--- config.mk ---
export PLATFORM = sky130hd
export DESIGN_NAME = mpc_ctrl
export DESIGN_NICKNAME = d
export VERILOG_FILES = /design/src/rtl/mpc_pkg.sv /design/src/rtl/mpc_ctrl.sv
export VERILOG_INCLUDE_DIRS = /design/src /design/src/rtl
export SDC_FILE = /design/constraint.sdc
export NUM_CORES = 1
export LEC_CHECK = 0
export BUFFER_PORTS_ARGS = -buffer_cell sky130_fd_sc_hd__buf_2
export CAP_MARGIN = 20
export CORE_MARGIN = 5
export CORE_UTILIZATION = 30
export DETAILED_ROUTE_END_ITERATION = 8
export SLEW_MARGIN = 20
export SYNTH_ARGS = -nofsm -noshare
export SYNTH_HDL_FRONTEND = slang
export SYNTH_SLANG_ARGS = --single-unit
--- constraint.sdc ---
create_clock -name clk -period 2.8 [get_ports clk]
set_input_delay 0.56 -clock clk [delete_from_list [all_inputs] [get_ports clk]]
set_output_delay 0.56 -clock clk [all_outputs]
set_load 0.01 [all_outputs]
--- src/rtl/matrix_peak_climb_core_macros.svh ---
// Assertion macros shared by the RTL. Empty when SYNTHESIS is defined.
`ifndef MATRIX_PEAK_CLIMB_CORE_MACROS_SVH
`define MATRIX_PEAK_CLIMB_CORE_MACROS_SVH

`ifndef SYNTHESIS
// Property that must hold at every edge out of reset
`define MPC_ASSERT(label, clk, rst_n, prop, msg) \
    label: assert property (@(posedge clk) disable iff (!rst_n) prop) else $error(msg);
// Condition that must never be seen out of reset
`define MPC_ASSERT_NEVER(label, clk, rst_n, expr, msg) \
    label: assert property (@(posedge clk) disable iff (!rst_n) !(expr)) else $error(msg);
`else
`define MPC_ASSERT(label, clk, rst_n, prop, msg)
`define MPC_ASSERT_NEVER(label, clk, rst_n, expr, msg)
`endif

`endif

--- src/rtl/mpc_pkg.sv ---
`default_nettype none

package mpc_pkg;

    localparam int MAX_ROWS    = 64;
    localparam int MAX_COLS    = 64;
    localparam int VALUE_WIDTH = 32;

    localparam int ROW_W   = 6;
    localparam int COL_W   = 6;
    localparam int SHAPE_W = 7;
    localparam int DEPTH   = MAX_ROWS * MAX_COLS;
    localparam int ADDR_W  = $clog2(DEPTH);

    // Usable shape is bounded by the store and by the 6-bit coordinates
    localparam logic [SHAPE_W-1:0] ROW_CAP = SHAPE_W'((MAX_ROWS < 64) ? MAX_ROWS : 64);
    localparam logic [SHAPE_W-1:0] COL_CAP = SHAPE_W'((MAX_COLS < 64) ? MAX_COLS : 64);

    // Scan slots: centre first, then the eight neighbours
    localparam int NB_COUNT = 9;
    localparam int IDX_W    = 4;
    localparam logic [IDX_W-1:0] SCAN_LAST_ISSUE = IDX_W'(NB_COUNT - 1);
    localparam logic [IDX_W-1:0] SCAN_LAST_CMP   = IDX_W'(NB_COUNT);
    localparam logic [IDX_W-1:0] SCAN_DECIDE     = IDX_W'(NB_COUNT + 1);

    localparam int PADDR_W = 3;
    localparam int PDATA_W = 32;
    localparam logic REG_ROW_COUNT    = 1'b0;
    localparam logic REG_COLUMN_COUNT = 1'b1;

    localparam logic OP_LOAD  = 1'b0;
    localparam logic OP_START = 1'b1;

    localparam logic STATUS_PEAK      = 1'b0;
    localparam logic STATUS_OUT_RANGE = 1'b1;

    localparam logic [1:0] STEP_HOLD = 2'b00;
    localparam logic [1:0] STEP_DEC  = 2'b01;
    localparam logic [1:0] STEP_INC  = 2'b10;

    typedef struct packed {
        logic                          op;
        logic [ROW_W-1:0]              row;
        logic [COL_W-1:0]              col;
        logic signed [VALUE_WIDTH-1:0] element_value;
    } mpc_req_t;

    typedef struct packed {
        logic [ROW_W-1:0]              peak_row;
        logic [COL_W-1:0]              peak_col;
        logic signed [VALUE_WIDTH-1:0] peak_value;
        logic                          status;
    } mpc_rsp_t;

    typedef struct packed {
        logic             write;
        logic             start;
        logic             issue;
        logic             compare;
        logic             move;
        logic             load_peak;
        logic             load_err;
        logic [IDX_W-1:0] idx;
    } mpc_cmd_t;

    typedef struct packed {
        logic start_ok;
        logic moved;
    } mpc_sts_t;

    function automatic logic [1:0] step_row(input logic [IDX_W-1:0] idx);
        logic [1:0] s;
        case (idx)
            4'd1, 4'd2, 4'd3: s = STEP_DEC;
            4'd6, 4'd7, 4'd8: s = STEP_INC;
            default:          s = STEP_HOLD;
        endcase
        return s;
    endfunction

    function automatic logic [1:0] step_col(input logic [IDX_W-1:0] idx);
        logic [1:0] s;
        case (idx)
            4'd1, 4'd4, 4'd6: s = STEP_DEC;
            4'd3, 4'd5, 4'd8: s = STEP_INC;
            default:          s = STEP_HOLD;
        endcase
        return s;
    endfunction

    function automatic logic [SHAPE_W-1:0] shape_limit(input logic [SHAPE_W-1:0] v,
                                                       input logic [SHAPE_W-1:0] cap);
        logic [SHAPE_W-1:0] r;
        if (v == '0)
            r = SHAPE_W'(1);
        else if (v > cap)
            r = cap;
        else
            r = v;
        return r;
    endfunction

    function automatic logic [ADDR_W-1:0] cell_addr(input logic [ROW_W-1:0] r,
                                                    input logic [COL_W-1:0] c);
        return ADDR_W'(ADDR_W'(r) * ADDR_W'(MAX_COLS) + ADDR_W'(c));
    endfunction

endpackage

`default_nettype wire

--- src/rtl/mpc_ctrl.sv ---
`default_nettype none
`include "matrix_peak_climb_core_macros.svh"

module mpc_ctrl (
    input  wire logic              clk,
    input  wire logic              rst_n,
    input  wire logic              in_valid,
    input  wire logic              in_op,
    output logic                   in_stall,
    output logic                   out_valid,
    input  wire logic              out_stall,
    input  wire mpc_pkg::mpc_sts_t sts,
    output mpc_pkg::mpc_cmd_t      cmd
);

    import mpc_pkg::*;

    typedef enum logic [1:0] {
        ST_IDLE,
        ST_SCAN,
        ST_PEAK,
        ST_ERR
    } state_t;

    state_t           state_reg;
    state_t           state_next;
    logic [IDX_W-1:0] cnt_reg;
    logic [IDX_W-1:0] cnt_next;
    logic             out_valid_reg;
    logic             out_valid_next;
    logic             accept;
    logic             out_free;

    assign accept   = in_valid && (state_reg == ST_IDLE);
    assign out_free = !out_valid_reg || !out_stall;

    always_comb
    begin
        cmd         = '0;
        cmd.idx     = cnt_reg;
        cmd.write   = accept && (in_op == OP_LOAD);
        cmd.start   = accept && (in_op == OP_START) && sts.start_ok;
        state_next  = state_reg;
        cnt_next    = cnt_reg;
        case (state_reg)
            ST_IDLE:
            begin
                cnt_next = '0;
                if (accept && (in_op == OP_START))
                begin
                    state_next = sts.start_ok ? ST_SCAN : ST_ERR;
                end
            end
            ST_SCAN:
            begin
                cmd.issue   = (cnt_reg <= SCAN_LAST_ISSUE);
                cmd.compare = (cnt_reg != '0) && (cnt_reg <= SCAN_LAST_CMP);
                if (cnt_reg == SCAN_DECIDE)
                begin
                    cnt_next = '0;
                    if (sts.moved)
                        cmd.move = 1'b1;
                    else
                        state_next = ST_PEAK;
                end
                else
                begin
                    cnt_next = cnt_reg + IDX_W'(1);
                end
            end
            ST_PEAK:
            begin
                cmd.load_peak = out_free;
                if (out_free)
                    state_next = ST_IDLE;
            end
            ST_ERR:
            begin
                cmd.load_err = out_free;
                if (out_free)
                    state_next = ST_IDLE;
            end
            default:
            begin
                state_next = ST_IDLE;
            end
        endcase
        out_valid_next = (cmd.load_peak || cmd.load_err) ? 1'b1 : (out_valid_reg && out_stall);
    end

    always_ff @(posedge clk or negedge rst_n)
    begin
        if (!rst_n)
        begin
            state_reg     <= ST_IDLE;
            cnt_reg       <= '0;
            out_valid_reg <= 1'b0;
        end
        else
        begin
            state_reg     <= state_next;
            cnt_reg       <= cnt_next;
            out_valid_reg <= out_valid_next;
        end
    end

    assign in_stall  = (state_reg != ST_IDLE);
    assign out_valid = out_valid_reg;

    `MPC_ASSERT(a_start_leaves_idle, clk, rst_n, (accept && in_op == OP_START) |=> (state_reg == ST_SCAN || state_reg == ST_ERR), "start request did not begin a search")
    `MPC_ASSERT_NEVER(a_scan_count_bound, clk, rst_n, (state_reg == ST_SCAN && cnt_reg > SCAN_DECIDE), "scan counter ran past decide slot")
    `MPC_ASSERT(a_result_source, clk, rst_n, $rose(out_valid_reg) |-> ($past(state_reg) == ST_PEAK || $past(state_reg) == ST_ERR), "result raised outside a result state")
    `MPC_ASSERT(a_no_write_in_scan, clk, rst_n, (state_reg == ST_SCAN) |-> !cmd.write, "store written during a climb")

endmodule

`default_nettype wire

Word level (Yosys, flattened, before mapping)

Cells that the tools add are included.

Bits in writable memories: 0
Latch bits: 0
Memories kept: 0
Register bits: 7
Word-level logic and storage cells: 45
Output and inout port bits: 13
Bits of input ports: 7
Memory bits (read-only): 0

Shift-type cells: 0
Multipliers: 0
Reductions and logical operators: 16
Order comparisons: 2
Div/mod/pow operators: 0
Muxes and demuxes: 14
Bitwise logic cells: 1
Add/subtract/negate cells: 1
Equal/unequal tests: 8

Operators by type and width:

| cell                                                  | number |
|---|---|
| two-way mux 2 bit                                     | 5 |
| less-or-equal comparator 4 bit, second input constant | 2 |
| case mux 4 bit (2 select lines)                       | 1 |
| logical AND 1 bit                                     | 6 |
| case mux 2 bit (3 select lines)                       | 1 |
| two-way mux 1 bit                                     | 5 |
| adder 4 x 1 -> 4 bit, second input constant           | 1 |
| == test 2 bit, second input constant                  | 2 |
| == test 4 bit, second input constant                  | 1 |
| two-way mux 4 bit                                     | 1 |
| != test 2 x 1 -> 1 bit, second input constant         | 2 |
| != test 2 bit, second input constant                  | 2 |
| AND reduction 4 bit                                   | 1 |
| nonzero test 2 bit                                    | 2 |
| nonzero test 4 bit                                    | 1 |
| two-way mux 3 bit                                     | 1 |
| == test 2 x 1 -> 1 bit, second input constant         | 1 |
| logical NOT 1 bit                                     | 2 |
| logical NOT 2 bit                                     | 1 |
| logical OR 1 bit                                      | 2 |
| OR reduction 2 bit                                    | 1 |
| inverter 1 bit                                        | 1 |

Logic depth before layout (Yosys ltp)

Depth after elaboration: 5
Depth in mapped cells: 4
Mapped depth without buffers: 3

Worst setup path after synthesis

Ideal clock, no wire load.

Path type: reg2out
Start: reg cnt_reg[2]
End: out cmd[8] (netlist name)
Required time: 2.240 ns
Path buffers: 1
Path slack: 1.088 ns
Arrival: 1.152 ns
Cell stages (with the launch flop): 4
Path through: dfrtp_1 buf_4 or3_1 a21oi_1

RTL lines:

| item                   | line            | source |
|---|---|---|
| from (decl)            | mpc_ctrl.sv:27  | `logic [IDX_W-1:0] cnt_reg;` |
| from (signal assigned) | mpc_ctrl.sv:102 | `cnt_reg <= cnt_next;` |
| to (decl)              | mpc_ctrl.sv:13  | `output mpc_pkg::mpc_cmd_t cmd` |

==> flow_summary.toml <==
[outcome]
status = "finished, final reports clean"

[routing]
postRouteAntennaNets = 0
first_pass_iters = 4
detail_route.wl_per_cell_um = 12.5
drc = 0
viasPerCell = 5.09
drt_first_iter_violations = 16
via_count = 463
routed_wl_um = 1140

[power_and_ir_drop]
p_int_mw = 0.305
p_comb_share_pct = 42.8
power_mw = 0.527
p_sw_share_pct = 42.1
clkPwrFrac_pct = 17.9
p_seq_share_pct = 39.3
power_leakage_nw = 0.301
peakVddDrop_mv = 0.280
switchingPower_mw = 0.222
p_per_area_nw_per_um2 = 880

[layout]
final_area_um2 = 599
fillerInstances = 166
multi_input_area_um2 = 279
fin_cells = 91
largest_reg_flops = 4
layout_commonest_cell = "buf_2"
insertedDiodeCount = 0
register_area_um2 = 175
utilization_pct = 38.9
fin_nets = 83
drive_above_1_share_pct = 32.0
area_growth_pct = 19.2
final_cell_mix = "buf_2, nand2_1, dfrtp_1"

[global_routing]
grt_max_degree = 16
grt_pass1_wl_um = 1930
grt_pass1_vias = 452
antenna_found_initial = 0
grt.overflow.total = 0
grt_use_total_pct = 9.32

[cts]
cts.sinks = 7
cts-buffers-inserted = 3
cts.root.buffer_cell = "clkbuf_4"
cts_resized = 0
clkLatencyLatePin_ps = 250
post_cts_buffers = 0
clk_pin_slew_ps = 50
cts_tree = "done"
cts_hold_buf = 0
htree_levels = 1
cts_buffer_depth = 2

[floorplan]
start_util_pct = 32.6
die_h_um = 50.9
dieArea_um2 = 2600
rows = 14
die_w_um = 50.9
fp.coreArea_um2 = 1540
io-pin-count = 20

[logic_synthesis]
ys.warnings.count = 0
netlist_instances = 58
yosys_register_bits = 7
yosysSeqAreaShare_pct = 34.8
synth_cell_types = 26
syn_nets = 65
avgSynthCellArea_um2 = 8.67
syn_area_um2 = 503

[setup_path]
path_delay_family = "simple AND/OR/NAND/NOR gates"
timing.rr.start = "cnt_reg[0]$_DFFE_PN0P_"
path_buf_inv = 1
worstReg2RegEnd = "state_reg[1]$_DFFE_PN0P_"
rr_worst_depth = 3
end_kind = "output pin"
cp_slowest_cell = "dfrtp_1"
crit_chain = "or2_1, nor2_1, and2_1, buf_2"
r2r_slack_ps = 1420
required_ps = 2240
crit_fanout = 15
critical_path_class = "flip-flop to output pin"
cp-start-kind = "flip-flop"
cpPeakStageDelay_ps = 520
worstPathArrival_ps = 1490

[placed_design]
dp_slack_ps = 1020
place_area_um2 = 573
gp_congestion = 0.723
dpl.cell_count = 87
io_buffers = 19

[sta]
max_freq_ghz = 0.487
whs_ps = 137
slew_headroom_pct = 73.9
final.setup_skew_ps = 0.746
drv_slew = 0
rsz0062_at_grt = "false"
layout_setup_ws_ps = 749
setup_viol = 0
hold_viol = 0
period_share_pct = 73.3
worst_pin_slew_ps = 391
min_period_ps = 2050
fin_tns_setup_ps = 0

[run]
drv_cap = 0

[worst_hold_path]
hold_path_class = "input pin to asynchronous set/reset pin"
-- power by group through the flow --
stage,Combinational [mW],Sequential [mW],Clock (mW)
after floorplan,0.220,0.160,0
after global placement,0.225,0.206,0
after detailed placement,0.227,0.208,0
after CTS,0.229,0.206,0.0991
after global routing,0.255,0.221,0.103
final,0.226,0.207,0.0945
-- logic make-up (layout without fill, tap and decap cells) --
kind of cell | Yosys count | in the layout | share of synthesized area (%)
AND/OR/NAND/NOR | 31 | 31 | 35.3
AO/OA/AOI/OAI | 12 | 12 | 17.9
flip-flops | 7 | 7 | 34.8
buffers and inverters | 7 | 24 | 9.70
multiplexers | 1 | 1 | 2.24
-- synthesized netlist by cell type (all sizes together) --
cell type,n,area share [%]
dfrtp,7,35
nand2,7,5.2
buf,6,9.0
nor2,5,3.7
nand2b,4,5.0
a22o,3,5.2
nor2b,3,3.7
a21oi,2,2.0
and3,2,2.5
nor3,2,2.0
nor3b,2,3.0
o21a,2,3.0
o21ai,2,2.0
a221o,1,2.0
a311o,1,2.0
a31o,1,1.7
and2,1,1.2
and4bb,1,3.2
inv,1,0.75
mux2,1,2.2
nor4,1,1.2
nor4bb,1,2.0
or2,1,1.2
or3,1,1.2
-- how the worst max path moves through the flow --
stage	depth (start not counted)	slack [ps]	from	end
2_1_floorplan	3	1090	cnt_reg[2]$_DFFE_PN0P_	cmd[8]
3_3_place_gp	4	1060	state_reg[1]$_DFFE_PN0P_	cmd[9]
3_5_place_dp	4	1020	state_reg[1]$_DFFE_PN0P_	cmd[9]
4_1_cts	4	730	state_reg[1]$_DFFE_PN0P_	cmd[9]
5_1_grt	4	630	state_reg[1]$_DFFE_PN0P_	cmd[9]
6_report	4	750	state_reg[1]$_DFFE_PN0P_	cmd[9]
-- area by class of cell --
| cell class | count | share of cell area, % |
|---|---|---|
| inverters | 1 | 0.626 |
| well taps | 16 | 3.34 |
| repair buffers | 19 | 15.9 |
| flip-flops and latches | 7 | 29.2 |
| multi-input cells | 44 | 46.6 |
| clock buffers | 4 | 4.38 |
-- metal layers --
metal | share of wire (%) | global-route usage [%] | routed length (um)
met5 | 0 | 0 | 0
met4 | 0 | 1.28 | 0
met3 | 5.5 | 4.65 | 63
met2 | 47 | 13.8 | 535
met1 | 47 | 12.4 | 541
No activity file was read; power rests on OpenSTA's default activity.
